===== src/design/yri_pkg.sv =====
package yri_pkg;

  // Field widths
  localparam int GZ_W    = 16;
  localparam int TIME_W  = 32;
  localparam int RATE_W  = 21;
  localparam int BIAS_W  = 20;
  localparam int ANGLE_W = 48;
  localparam int COUNT_W = 32;
  localparam int K_W     = 21;               // signed multiplier A operand
  localparam int PROD_W  = K_W + GZ_W;       // 37-bit signed product
  localparam int DT_W    = 8;                // holds up to MAX_DT_MS

  // Interval limits (ms)
  localparam logic [DT_W-1:0] FIRST_DT_MS = 8'd10;
  localparam logic [DT_W-1:0] MAX_DT_MS   = 8'd50;

  // Clip threshold on |gz_raw|
  localparam logic signed [GZ_W-1:0] CLIP_HI = 16'sd31784;
  localparam logic signed [GZ_W-1:0] CLIP_LO = -16'sd31784;

  // Input commands
  localparam logic [1:0] CMD_SAMPLE   = 2'd0;
  localparam logic [1:0] CMD_YAW_CLR  = 2'd1;
  localparam logic [1:0] CMD_CLIP_CLR = 2'd2;

  // Configuration register indexes
  localparam logic [1:0] REG_RANGE   = 2'd0;
  localparam logic [1:0] REG_BIAS    = 2'd1;
  localparam logic [1:0] REG_BVALID  = 2'd2;
  localparam logic [1:0] REG_PRESENT = 2'd3;

  typedef enum logic [2:0] {
    ST_IDLE,
    ST_SCALE,
    ST_RATE,
    ST_STEP,
    ST_ACC,
    ST_POST
  } state_t;

  // Scale factor per full-scale range, Q16 of 1/256 deg/s per LSB
  function automatic logic [K_W-1:0] scale_k(input logic [1:0] range_sel);
    logic [K_W-1:0] k;
    case (range_sel)
      2'd0:    k = 21'd128075;
      2'd1:    k = 21'd256150;
      2'd2:    k = 21'd511500;
      default: k = 21'd1023001;
    endcase
    return k;
  endfunction

endpackage


===== src/design/yaw_rate_integrator_unit.sv =====
// Channel   Direction  Handshake                    Payload
// --------  ---------  ---------------------------  ----------------------------------------
// sample    in         sample_valid / sample_stall  command, gz_raw, time_ms
// result    out        result_valid / result_stall  yaw_rate, yaw_angle, clipped, clip_count,
//                                                   angle_valid
// config    in         write_enable                 write_index, write_data
//
// A sample request (command 0) passes through ST_SCALE, ST_RATE, ST_STEP, ST_ACC and ST_POST
// when integrating, ST_SCALE, ST_RATE and ST_POST when not: one shared 21x16 signed multiplier
// forms first gz*K, then, when integrating, rate*dt, each product registered before its add/saturate step.
// Commands 1, 2 and 3 go straight to ST_POST. A result is loaded on leaving ST_POST, which waits while
// the output register holds a stalled result; the next request is taken in ST_IDLE after the load.
// Only one request is in flight; sample_stall is high from accept until its result
// is loaded into the output register.
// A result held by result_stall blocks loading of the next result, not acceptance.
// rst is synchronous: state, config and control clear; payload registers are free.
module yaw_rate_integrator_unit (
  input  logic                            clk,
  input  logic                            rst,
  // configuration
  input  logic                            write_enable,
  input  logic [1:0]                      write_index,
  input  logic [yri_pkg::BIAS_W-1:0]      write_data,
  // sample channel
  input  logic                            sample_valid,
  output logic                            sample_stall,
  input  logic [1:0]                      command,
  input  logic signed [yri_pkg::GZ_W-1:0] gz_raw,
  input  logic [yri_pkg::TIME_W-1:0]      time_ms,
  // result channel
  output logic                            result_valid,
  input  logic                            result_stall,
  output logic signed [yri_pkg::RATE_W-1:0]  yaw_rate,
  output logic signed [yri_pkg::ANGLE_W-1:0] yaw_angle,
  output logic                            clipped,
  output logic [yri_pkg::COUNT_W-1:0]     clip_count,
  output logic                            angle_valid
);
  import yri_pkg::*;

  // Configuration registers
  logic [1:0]               gyro_range;
  logic signed [BIAS_W-1:0] rate_bias;
  logic                     bias_valid;
  logic                     sensor_present;

  // Block state
  logic signed [ANGLE_W-1:0] yaw_acc;
  logic [TIME_W-1:0]         last_tick;
  logic signed [RATE_W-1:0]  rate_reg;
  logic                      clip_flag;
  logic [COUNT_W-1:0]        clip_total;
  logic                      integrated_flag;

  // Latched request and working registers
  logic signed [GZ_W-1:0] gz_hold;
  logic [TIME_W-1:0]      time_hold;
  logic [DT_W-1:0]        dt;
  logic signed [PROD_W-1:0] prod;

  state_t state, state_next;

  logic accept;
  logic out_free;
  logic mul_sel_dt;   // 0: gz*K, 1: rate*dt
  logic integrate;

  assign accept    = sample_valid && !sample_stall;
  assign out_free  = !result_valid || !result_stall;
  assign integrate = sensor_present && bias_valid;

  // Shared multiplier
  logic [K_W-1:0]           k_sel;
  logic signed [K_W-1:0]    mul_a;
  logic signed [GZ_W-1:0]   mul_b;
  logic signed [PROD_W-1:0] mul_p;

  assign k_sel = scale_k(gyro_range);
  assign mul_a = mul_sel_dt ? rate_reg : $signed({1'b0, k_sel[K_W-2:0]});
  assign mul_b = mul_sel_dt ? $signed({{(GZ_W-DT_W){1'b0}}, dt}) : gz_hold;
  assign mul_p = PROD_W'(mul_a) * PROD_W'(mul_b);

  // Rate: floor(prod / 2^16) minus bias (when bias_valid), saturated to RATE_W
  logic signed [RATE_W:0]   rate_wide;
  logic signed [RATE_W-1:0] rate_sat;
  logic signed [RATE_W:0]   bias_ext;

  assign bias_ext  = bias_valid ? $signed({{(RATE_W+1-BIAS_W){rate_bias[BIAS_W-1]}}, rate_bias})
                                : '0;
  assign rate_wide = $signed({prod[PROD_W-1], prod[PROD_W-1:16]}) - bias_ext;

  always_comb begin
    if (rate_wide[RATE_W] != rate_wide[RATE_W-1]) begin
      rate_sat = rate_wide[RATE_W] ? {1'b1, {(RATE_W-1){1'b0}}} : {1'b0, {(RATE_W-1){1'b1}}};
    end else begin
      rate_sat = rate_wide[RATE_W-1:0];
    end
  end

  // Clip detect on the held raw sample
  logic clip_now;
  assign clip_now = (gz_hold >= CLIP_HI) || (gz_hold <= CLIP_LO);

  // Interval: default without a reference, then clamp to 1..MAX_DT_MS
  logic [TIME_W-1:0] diff;
  logic [DT_W-1:0]   dt_next;

  assign diff = time_hold - last_tick;

  always_comb begin
    if (last_tick == '0) begin
      dt_next = FIRST_DT_MS;
    end else if (diff == '0) begin
      dt_next = DT_W'(1);
    end else if (diff > TIME_W'(MAX_DT_MS)) begin
      dt_next = MAX_DT_MS;
    end else begin
      dt_next = diff[DT_W-1:0];
    end
  end

  // Angle accumulate with saturation
  logic signed [ANGLE_W:0]   acc_sum;
  logic signed [ANGLE_W-1:0] acc_sat;

  assign acc_sum = $signed({yaw_acc[ANGLE_W-1], yaw_acc})
                 + $signed({{(ANGLE_W+1-PROD_W){prod[PROD_W-1]}}, prod});

  always_comb begin
    if (acc_sum[ANGLE_W] != acc_sum[ANGLE_W-1]) begin
      acc_sat = acc_sum[ANGLE_W] ? {1'b1, {(ANGLE_W-1){1'b0}}} : {1'b0, {(ANGLE_W-1){1'b1}}};
    end else begin
      acc_sat = acc_sum[ANGLE_W-1:0];
    end
  end

  // Sequencer: next state
  always_comb begin
    state_next = state;
    case (state)
      ST_IDLE: begin
        if (accept) begin
          state_next = (command == CMD_SAMPLE) ? ST_SCALE : ST_POST;
        end
      end
      ST_SCALE: state_next = ST_RATE;
      ST_RATE:  state_next = integrate ? ST_STEP : ST_POST;
      ST_STEP:  state_next = ST_ACC;
      ST_ACC:   state_next = ST_POST;
      ST_POST: begin
        if (out_free) begin
          state_next = ST_IDLE;
        end
      end
      default:  state_next = ST_IDLE;
    endcase
  end

  // Sequencer: outputs
  always_comb begin
    sample_stall = 1'b1;
    mul_sel_dt   = 1'b0;
    case (state)
      ST_IDLE: sample_stall = 1'b0;
      ST_STEP: mul_sel_dt   = 1'b1;
      default: ;
    endcase
  end

  always_ff @(posedge clk) begin
    if (rst) begin
      state <= ST_IDLE;
    end else begin
      state <= state_next;
    end
  end

  // Configuration writes
  always_ff @(posedge clk) begin
    if (rst) begin
      gyro_range     <= 2'd3;
      rate_bias      <= '0;
      bias_valid     <= 1'b0;
      sensor_present <= 1'b0;
    end else if (write_enable) begin
      case (write_index)
        REG_RANGE:   gyro_range     <= write_data[1:0];
        REG_BIAS:    rate_bias      <= write_data;
        REG_BVALID:  bias_valid     <= write_data[0];
        REG_PRESENT: sensor_present <= write_data[0];
        default: ;
      endcase
    end
  end

  // Working registers
  always_ff @(posedge clk) begin
    if (accept) begin
      gz_hold   <= gz_raw;
      time_hold <= time_ms;
    end
    if (state == ST_SCALE || state == ST_STEP) begin
      prod <= mul_p;
    end
    if (state == ST_RATE) begin
      dt <= dt_next;
    end
  end

  // Block state updates
  always_ff @(posedge clk) begin
    if (rst) begin
      yaw_acc         <= '0;
      last_tick       <= '0;
      rate_reg        <= '0;
      clip_flag       <= 1'b0;
      clip_total      <= '0;
      integrated_flag <= 1'b0;
    end else begin
      if (accept && command == CMD_YAW_CLR) begin
        yaw_acc   <= '0;
        last_tick <= '0;
      end
      if (accept && command == CMD_CLIP_CLR) begin
        clip_total <= '0;
      end
      if (state == ST_RATE) begin
        rate_reg  <= rate_sat;
        clip_flag <= clip_now;
        if (clip_now && clip_total != '1) begin
          clip_total <= clip_total + 1'b1;
        end
        if (integrate) begin
          last_tick <= time_hold;
        end
      end
      if (state == ST_ACC) begin
        yaw_acc         <= acc_sat;
        integrated_flag <= 1'b1;
      end
    end
  end

  // Result register
  always_ff @(posedge clk) begin
    if (rst) begin
      result_valid <= 1'b0;
    end else if (state == ST_POST && out_free) begin
      result_valid <= 1'b1;
    end else if (!result_stall) begin
      result_valid <= 1'b0;
    end
  end

  always_ff @(posedge clk) begin
    if (state == ST_POST && out_free) begin
      yaw_rate    <= rate_reg;
      yaw_angle   <= yaw_acc;
      clipped     <= clip_flag;
      clip_count  <= clip_total;
      angle_valid <= integrated_flag;
    end
  end

  // Checks
  a_sample_enters_scale: assert property (@(posedge clk) disable iff (rst)
    accept && command == CMD_SAMPLE |=> state == ST_SCALE)
    else $error("sample request did not start the multiply");

  a_clip_count_monotonic: assert property (@(posedge clk) disable iff (rst)
    !(accept && command == CMD_CLIP_CLR) |=> clip_total >= $past(clip_total))
    else $error("clip count decreased without a clear");

  a_integrated_sticky: assert property (@(posedge clk) disable iff (rst)
    integrated_flag |=> integrated_flag)
    else $error("integration flag dropped");

  a_yaw_only_in_acc: assert property (@(posedge clk) disable iff (rst)
    state != ST_ACC && !(accept && command == CMD_YAW_CLR) |=> $stable(yaw_acc))
    else $error("yaw accumulator changed outside an update");

  a_dt_in_range: assert property (@(posedge clk) disable iff (rst)
    state == ST_STEP |-> dt != '0 && dt <= MAX_DT_MS)
    else $error("interval out of range at rate*dt multiply");

endmodule

===== config.mk =====
export PLATFORM = sky130hd
export DESIGN_NAME = yaw_rate_integrator_unit
export DESIGN_NICKNAME = d
export VERILOG_FILES = /design/src/design/yri_pkg.sv /design/src/design/yaw_rate_integrator_unit.sv
export SDC_FILE = /design/constraint.sdc
export NUM_CORES = 2
export LEC_CHECK = 0
export BUFFER_PORTS_ARGS = -buffer_cell sky130_fd_sc_hd__buf_2
export CAP_MARGIN = 20
export CORE_UTILIZATION = 40
export DETAILED_ROUTE_END_ITERATION = 12
export PLACE_DENSITY = 0.68
export REMOVE_ABC_BUFFERS = 1
export SKIP_LAST_GASP = 1
export SYNTH_ARGS = -nofsm -noshare
export SYNTH_HDL_FRONTEND = slang
export SYNTH_SLANG_ARGS = --single-unit

===== constraint.sdc =====
create_clock -name clk -period 10.87 [get_ports clk]
set_input_delay 1.087 -clock clk [delete_from_list [all_inputs] [get_ports clk]]
set_output_delay 1.087 -clock clk [all_outputs]
set_load 0.05 [all_outputs]

* Word-level counts from Yosys, hierarchy flattened
Index checks and enable logic that the tools add are counted.
** Operators by class
- Add/subtract/negate cells :: 4
- Multiply operators :: 1
- Order comparisons :: 3
- Equal/unequal tests :: 18
- Multiplexer cells :: 27
- Reduce and logical (&&, ||, !) cells :: 25
** Operators with widths (count)
- $mux W32 :: 6
- $mux W48 :: 4
- $logic_not A32 Y1 :: 2
- $mux W21 :: 3
- $pmux W20 S3 :: 1
- $add A48 B37 Y49 :: 1
- $mul A21 B16 Y37 :: 1
- $add A32 B1 Y32 const B :: 1
- $gt A32 B6 Y1 const B :: 1
- $ne A32 B32 Y1 const B :: 1
- $sub A32 B32 Y32 :: 1
- $mux W22 :: 1
- $sub A21 B22 Y22 :: 1
- $pmux W3 S6 :: 1
- $ge A16 B16 Y1 const B :: 1
- $le A16 B16 Y1 const B :: 1
- $mux W16 :: 1
- $mux W3 :: 4
- $reduce_and A2 Y1 :: 5
- $eq A2 B2 Y1 const B :: 4
- $eq A2 B1 Y1 const B :: 3
- $eq A3 B2 Y1 const B :: 2
- $eq A3 B3 Y1 const B :: 2
- $logic_and A1 B1 Y1 :: 6
- 14 further kinds :: 24
** Storage, ports and cells
- Register bits after elaboration :: 359
- Bits of input ports :: 77
- Word-level logic and storage cells :: 101

* Depth between registers and ports, before layout
- Depth after elaboration :: 6
- Mapped depth :: 32
- Gate-level depth less buffers :: 29

* Worst setup path after synthesis
OpenSTA, ideal clock, no wires.
- Path type :: reg2reg
- Start :: reg state[1]
- End :: reg prod[27], data pin
- Arrival :: 7736 ps
- Data required time :: 10605 ps
- Setup slack :: 2869 ps
- Stages on the path, launching flop included :: 32
- Period minus slack after synthesis :: 8001 ps
- Cell sequence :: dfxtp_1 > clkbuf_1 > nor2b_1 > and2_1 > clkbuf_1 > clkbuf_1 > nand2_1 > nand2_1 > clkbuf_1 > nand2_1 > fa_1 > inv_1 > fa_1 > inv_1 > fa_1 > inv_1 > fa_1 > inv_1 > fa_1 > inv_1 > fa_1 > ha_1 > nand3_1 > o221ai_1 > a2111oi_0 > nor3_1 > or2_2 > o21a_1 > o21a_1 > a21boi_0 > o21ai_0 > xor2_1
** On the way
- Longest elaborated chain between the ends :: 4
** RTL lines
- from (decl) :: RTL line yaw_rate_integrator_unit.sv:61 : state_t state, state_next;
- from (signal assigned) :: RTL line yaw_rate_integrator_unit.sv:174 : state <= state_next;
- $eq A3 B2 Y1 * :: RTL line yaw_rate_integrator_unit.sv:163 : case (state)
- $mux W1 * :: RTL line yaw_rate_integrator_unit.sv:163
- $mux W21 / $mux W16 (equally long branches) :: RTL line yaw_rate_integrator_unit.sv:79, yaw_rate_integrator_unit.sv:80
- $mul A21 B16 Y37 * :: RTL line yaw_rate_integrator_unit.sv:81 : assign mul_p = PROD_W'(mul_a) * PROD_W'(mul_b);
- via mul_p[27] :: RTL line yaw_rate_integrator_unit.sv:76 : logic signed [PROD_W-1:0] mul_p;
- to (signal assigned) :: RTL line yaw_rate_integrator_unit.sv:203 : prod <= mul_p;
- to (decl) :: RTL line yaw_rate_integrator_unit.sv:59 : logic signed [PROD_W-1:0] prod;
The timed path passes the listed nets; every way through them passes the cells marked *.
A chain may end at the register's enable or synchronous reset.

* Worst setup path in the final report
- Start :: reg state[2]
- End :: reg prod[27], data pin
Same word-level chain as after synthesis.

==> impl_results.md <==
- Least-Margin Pin Slew: 1.014 ns
- Routed Antenna Nets: 0
- Final setup fails: 0
- Worst rel slew slack: 32.12%
- WHS Endpoint: angle_valid
- Worst Skew: 0.02561 ns
- Buffers on Ports: between 150 and 200
- EDFF count, synth: ~200
- Initial antenna violation count: 1
- R2R Path Start: state[2]
- Syn-to-layout area delta: 11.44%
- Total Routing Usage GR: about a fifth
- Worst path slowest cell: a2111oi_0
- GP Congestion: about 0.94
- Share of cells above drive strength 1: a little under a tenth
- Post-Synthesis Cells: roughly 3200
- Crit share post-route: 84.29%
- Post-synth top flop: edfxtp_1
- DIE AREA: between 70000 and 80000 µm²
- CP peak stage delay: 0.80 ns
- WL/cell: roughly 18 µm
- Antenna diode count: 0
- Yosys reg bits: 359
- Hold_sp: integrated_flag
- Post_cts resized: 0
- Clock buffer count from CTS: 41
- Crit. End Element: flip-flop
- Fill count: a little over 7000
- Most used cell, CP: fa_1
- Crit-path max FO: 44
- Clock root buffer: clkbuf_16
- Final setup TNS: 0 ns
- Syn_area_per_cell: 9.473 µm²
- Yosys warnings: 0
- Critical Path AT: 9.46 ns
- # hold bufs at CTS: 0
- Seq/Total Area, Yosys: 30.37%
- Io pins: 182
- Vias in the first global route: 22831
- Data required time of the worst path: 11.17 ns
- Final min period: 9.162 ns
- Hold/Removal Path Class: flip-flop to flip-flop
- Routed vias: between 20000 and 25000
- CTS clk-pin slew, worst paths: 0.07 ns
- Skew-Pair Late Insertion Delay: a little under 0.6 ns
- Final cell count without fillers: 4350
- Cells on Worst Hold Path: 0
- Core ar.: 74450 µm²
- Max_cap viols: 0
- Global-route wire length before repair: roughly 130 mm
- RSZ-0062 raised after global routing: no
- Mapped Area: 30120 µm²
- Dpl hpwl: 62.64 mm
- Nature of the critical path startpoint: flip-flop
- Status: finished clean
- Die width: approximately 280 µm
- Pins over their slew limit: 0
- Drt via density: roughly 5.3
- Final Hold Viols: 0
- Maximum clock rate: 109.1 MHz
- Grt ovf: 0
- CTS max path bufs: 3
- Sink Count: 359
- Worst reg2reg path depth: 25
- Largest regs: yaw_acc: 48 flops, yaw_angle: 48 flops, prod: 37 flops
- DRC Markers: 0
- Die Span Y: approximately 280 µm
- Reg2Reg Capture Point: prod[27]
- CTS tree: done
- Rows: 100
- Synth cell types: between 80 and 90
- Initial core utilization: 40.46%
- DP Cell Count: 4274
- Final nets: 3960
- 1st-pass router iterations: 5
- R2r setup slk: 1.71 ns
- DRT Wirelength: 78.47 mm
- Setup Buffers After CTS: 0
- CTS HTree Levels: 2
- Largest net degree at the start of global routing: 69
- Crit path kind: flip-flop to flip-flop
- Post-synth ARST share: 0%
- Drt initial violations: 1801
==> cell usage after synthesis (6+ instances only) <==
master	count	area, µm²
a211oi_1	38	285.3
a21o_1	68	510.5
a21oi_1	171	855.8
a22oi_1	33	247.7
a31o_2	6	52.55
a31oi_1	11	68.82
and2_1	26	162.7
and3_1	36	225.2
buf_2	6	30.03
clkbuf_1	102	382.9
dfxtp_1	163	3263
edfxtp_1	196	5886
fa_1	335	6706
ha_1	199	2490
inv_1	439	1648
maj3_1	20	200.2
mux2i_1	17	170.2
nand2_1	374	1404
nand2b_1	39	244.0
nand3_1	62	310.3
nand3b_1	10	75.07
nand4_1	27	168.9
nor2_1	280	1051
nor2b_1	25	156.4
nor3_1	43	215.2
nor4_1	15	93.84
o211ai_1	15	112.6
o21a_1	30	225.2
o21ai_0	122	610.6
o21ai_1	11	55.05
o21bai_1	11	82.58
o221ai_1	6	52.55
o41ai_1	6	52.55
or2_2	10	62.56
or3_1	23	143.9
xnor2_1	79	691.9
xor2_1	38	332.8
==> how the worst max path moves through the flow <==
stage / from / endpoint / slack [ns] / cells past startpoint
finish: state[2] / prod[27] / 1.71 / 25
global placement: state[2] / prod[33] / 2.04 / 26
floorplan: state[1] / prod[27] / 2.74 / 27
CTS: state[2] / prod[33] / 1.82 / 25
detailed placement: state[2] / prod[33] / 1.87 / 25
global route: state[2] / prod[33] / 1.08 / 25
==> per-layer routing <==
| layer | GRT usage (%) | wire (µm) | vias up |
|---|---|---|---|
| li1 | - | - | 10943 |
| met1 | 26.39 | 32680 | 11049 |
| met2 | 35.30 | 38330 | 710 |
| met3 | 3.600 | 4877 | 142 |
| met4 | 7.220 | 2571 | 2 |
| met5 | 0 | 9 | - |
==> per-stage QoR <==
| stage | setup slack (ns) | cell area, µm² | utilization (%) | hold slack (ns) |
|---|---|---|---|---|
| 5_1_grt | 1.083 | 33570 | 45.09 | 0.4649 |
| 6_report | 1.708 | 33570 | 45.09 | 0.4329 |
| 4_1_cts | 1.817 | 33560 | 45.08 | 0.4391 |
| 2_1_floorplan | 2.738 | 29810 | - | 0.4090 |
| 3_3_place_gp | 2.038 | 32160 | 43.21 | 0.4173 |
| 3_5_place_dp | 1.867 | 32190 | 43.24 | 0.4228 |
==> cell type report <==
cell class              instances  area [µm²]  area share (%)
well taps                     969        1212           3.612
repair buffers                207        1127           3.358
clock buffers                  58        1162           3.463
inverters                     439        1648           4.909
flip-flops and latches        359        9149           27.25
clock inverters                17       203.9          0.6075
multi-input cells            2301       19070           56.80
==> kinds of logic after synthesis <==
family,synth area share (%)
simple gates,14.97
compound gates,12.56
fa+ha+maj,31.19
buf+inv,6.878
flops,30.37
xor+xnor,3.402
mux,0.6022
other cells,0.02493
==> critical path, delay by kind of cell (launching register included) <==
kind                     cells  cell delay [ns]
buffers and inverters        4             0.66
adder cells (fa/ha/maj)      7             3.21
XOR/XNOR                     1             0.17
flip-flops                   1             0.46
AO/OA/AOI/OAI                8             2.41
AND/OR/NAND/NOR              5             1.92
==> placed cells by master, fill, tap and decap left out, drive strengths merged, types with 11 or more instances in the layout <==
master	n
and2	27
a21oi	173
nand2b	39
xor2	38
mux2i	17
or3	23
or2	11
nand2	374
edfxtp	196
buf	207
conb	31
fa	335
ha	199
clkbuf	58
nor2	280
nor2b	25
nand3	62
o211ai	15
inv	442
o21ai	133
o21a	30
xnor2	79
nor3	43
nand4	28
a211oi	39
maj3	20
a22oi	33
dfxtp	163
a21o	69
o21bai	11
and3	37
a31oi	11
nor4	16
Power is left out: the tool's default activity adds up to more than one toggle a clock period on the data nets, which glitch-free logic cannot reach.
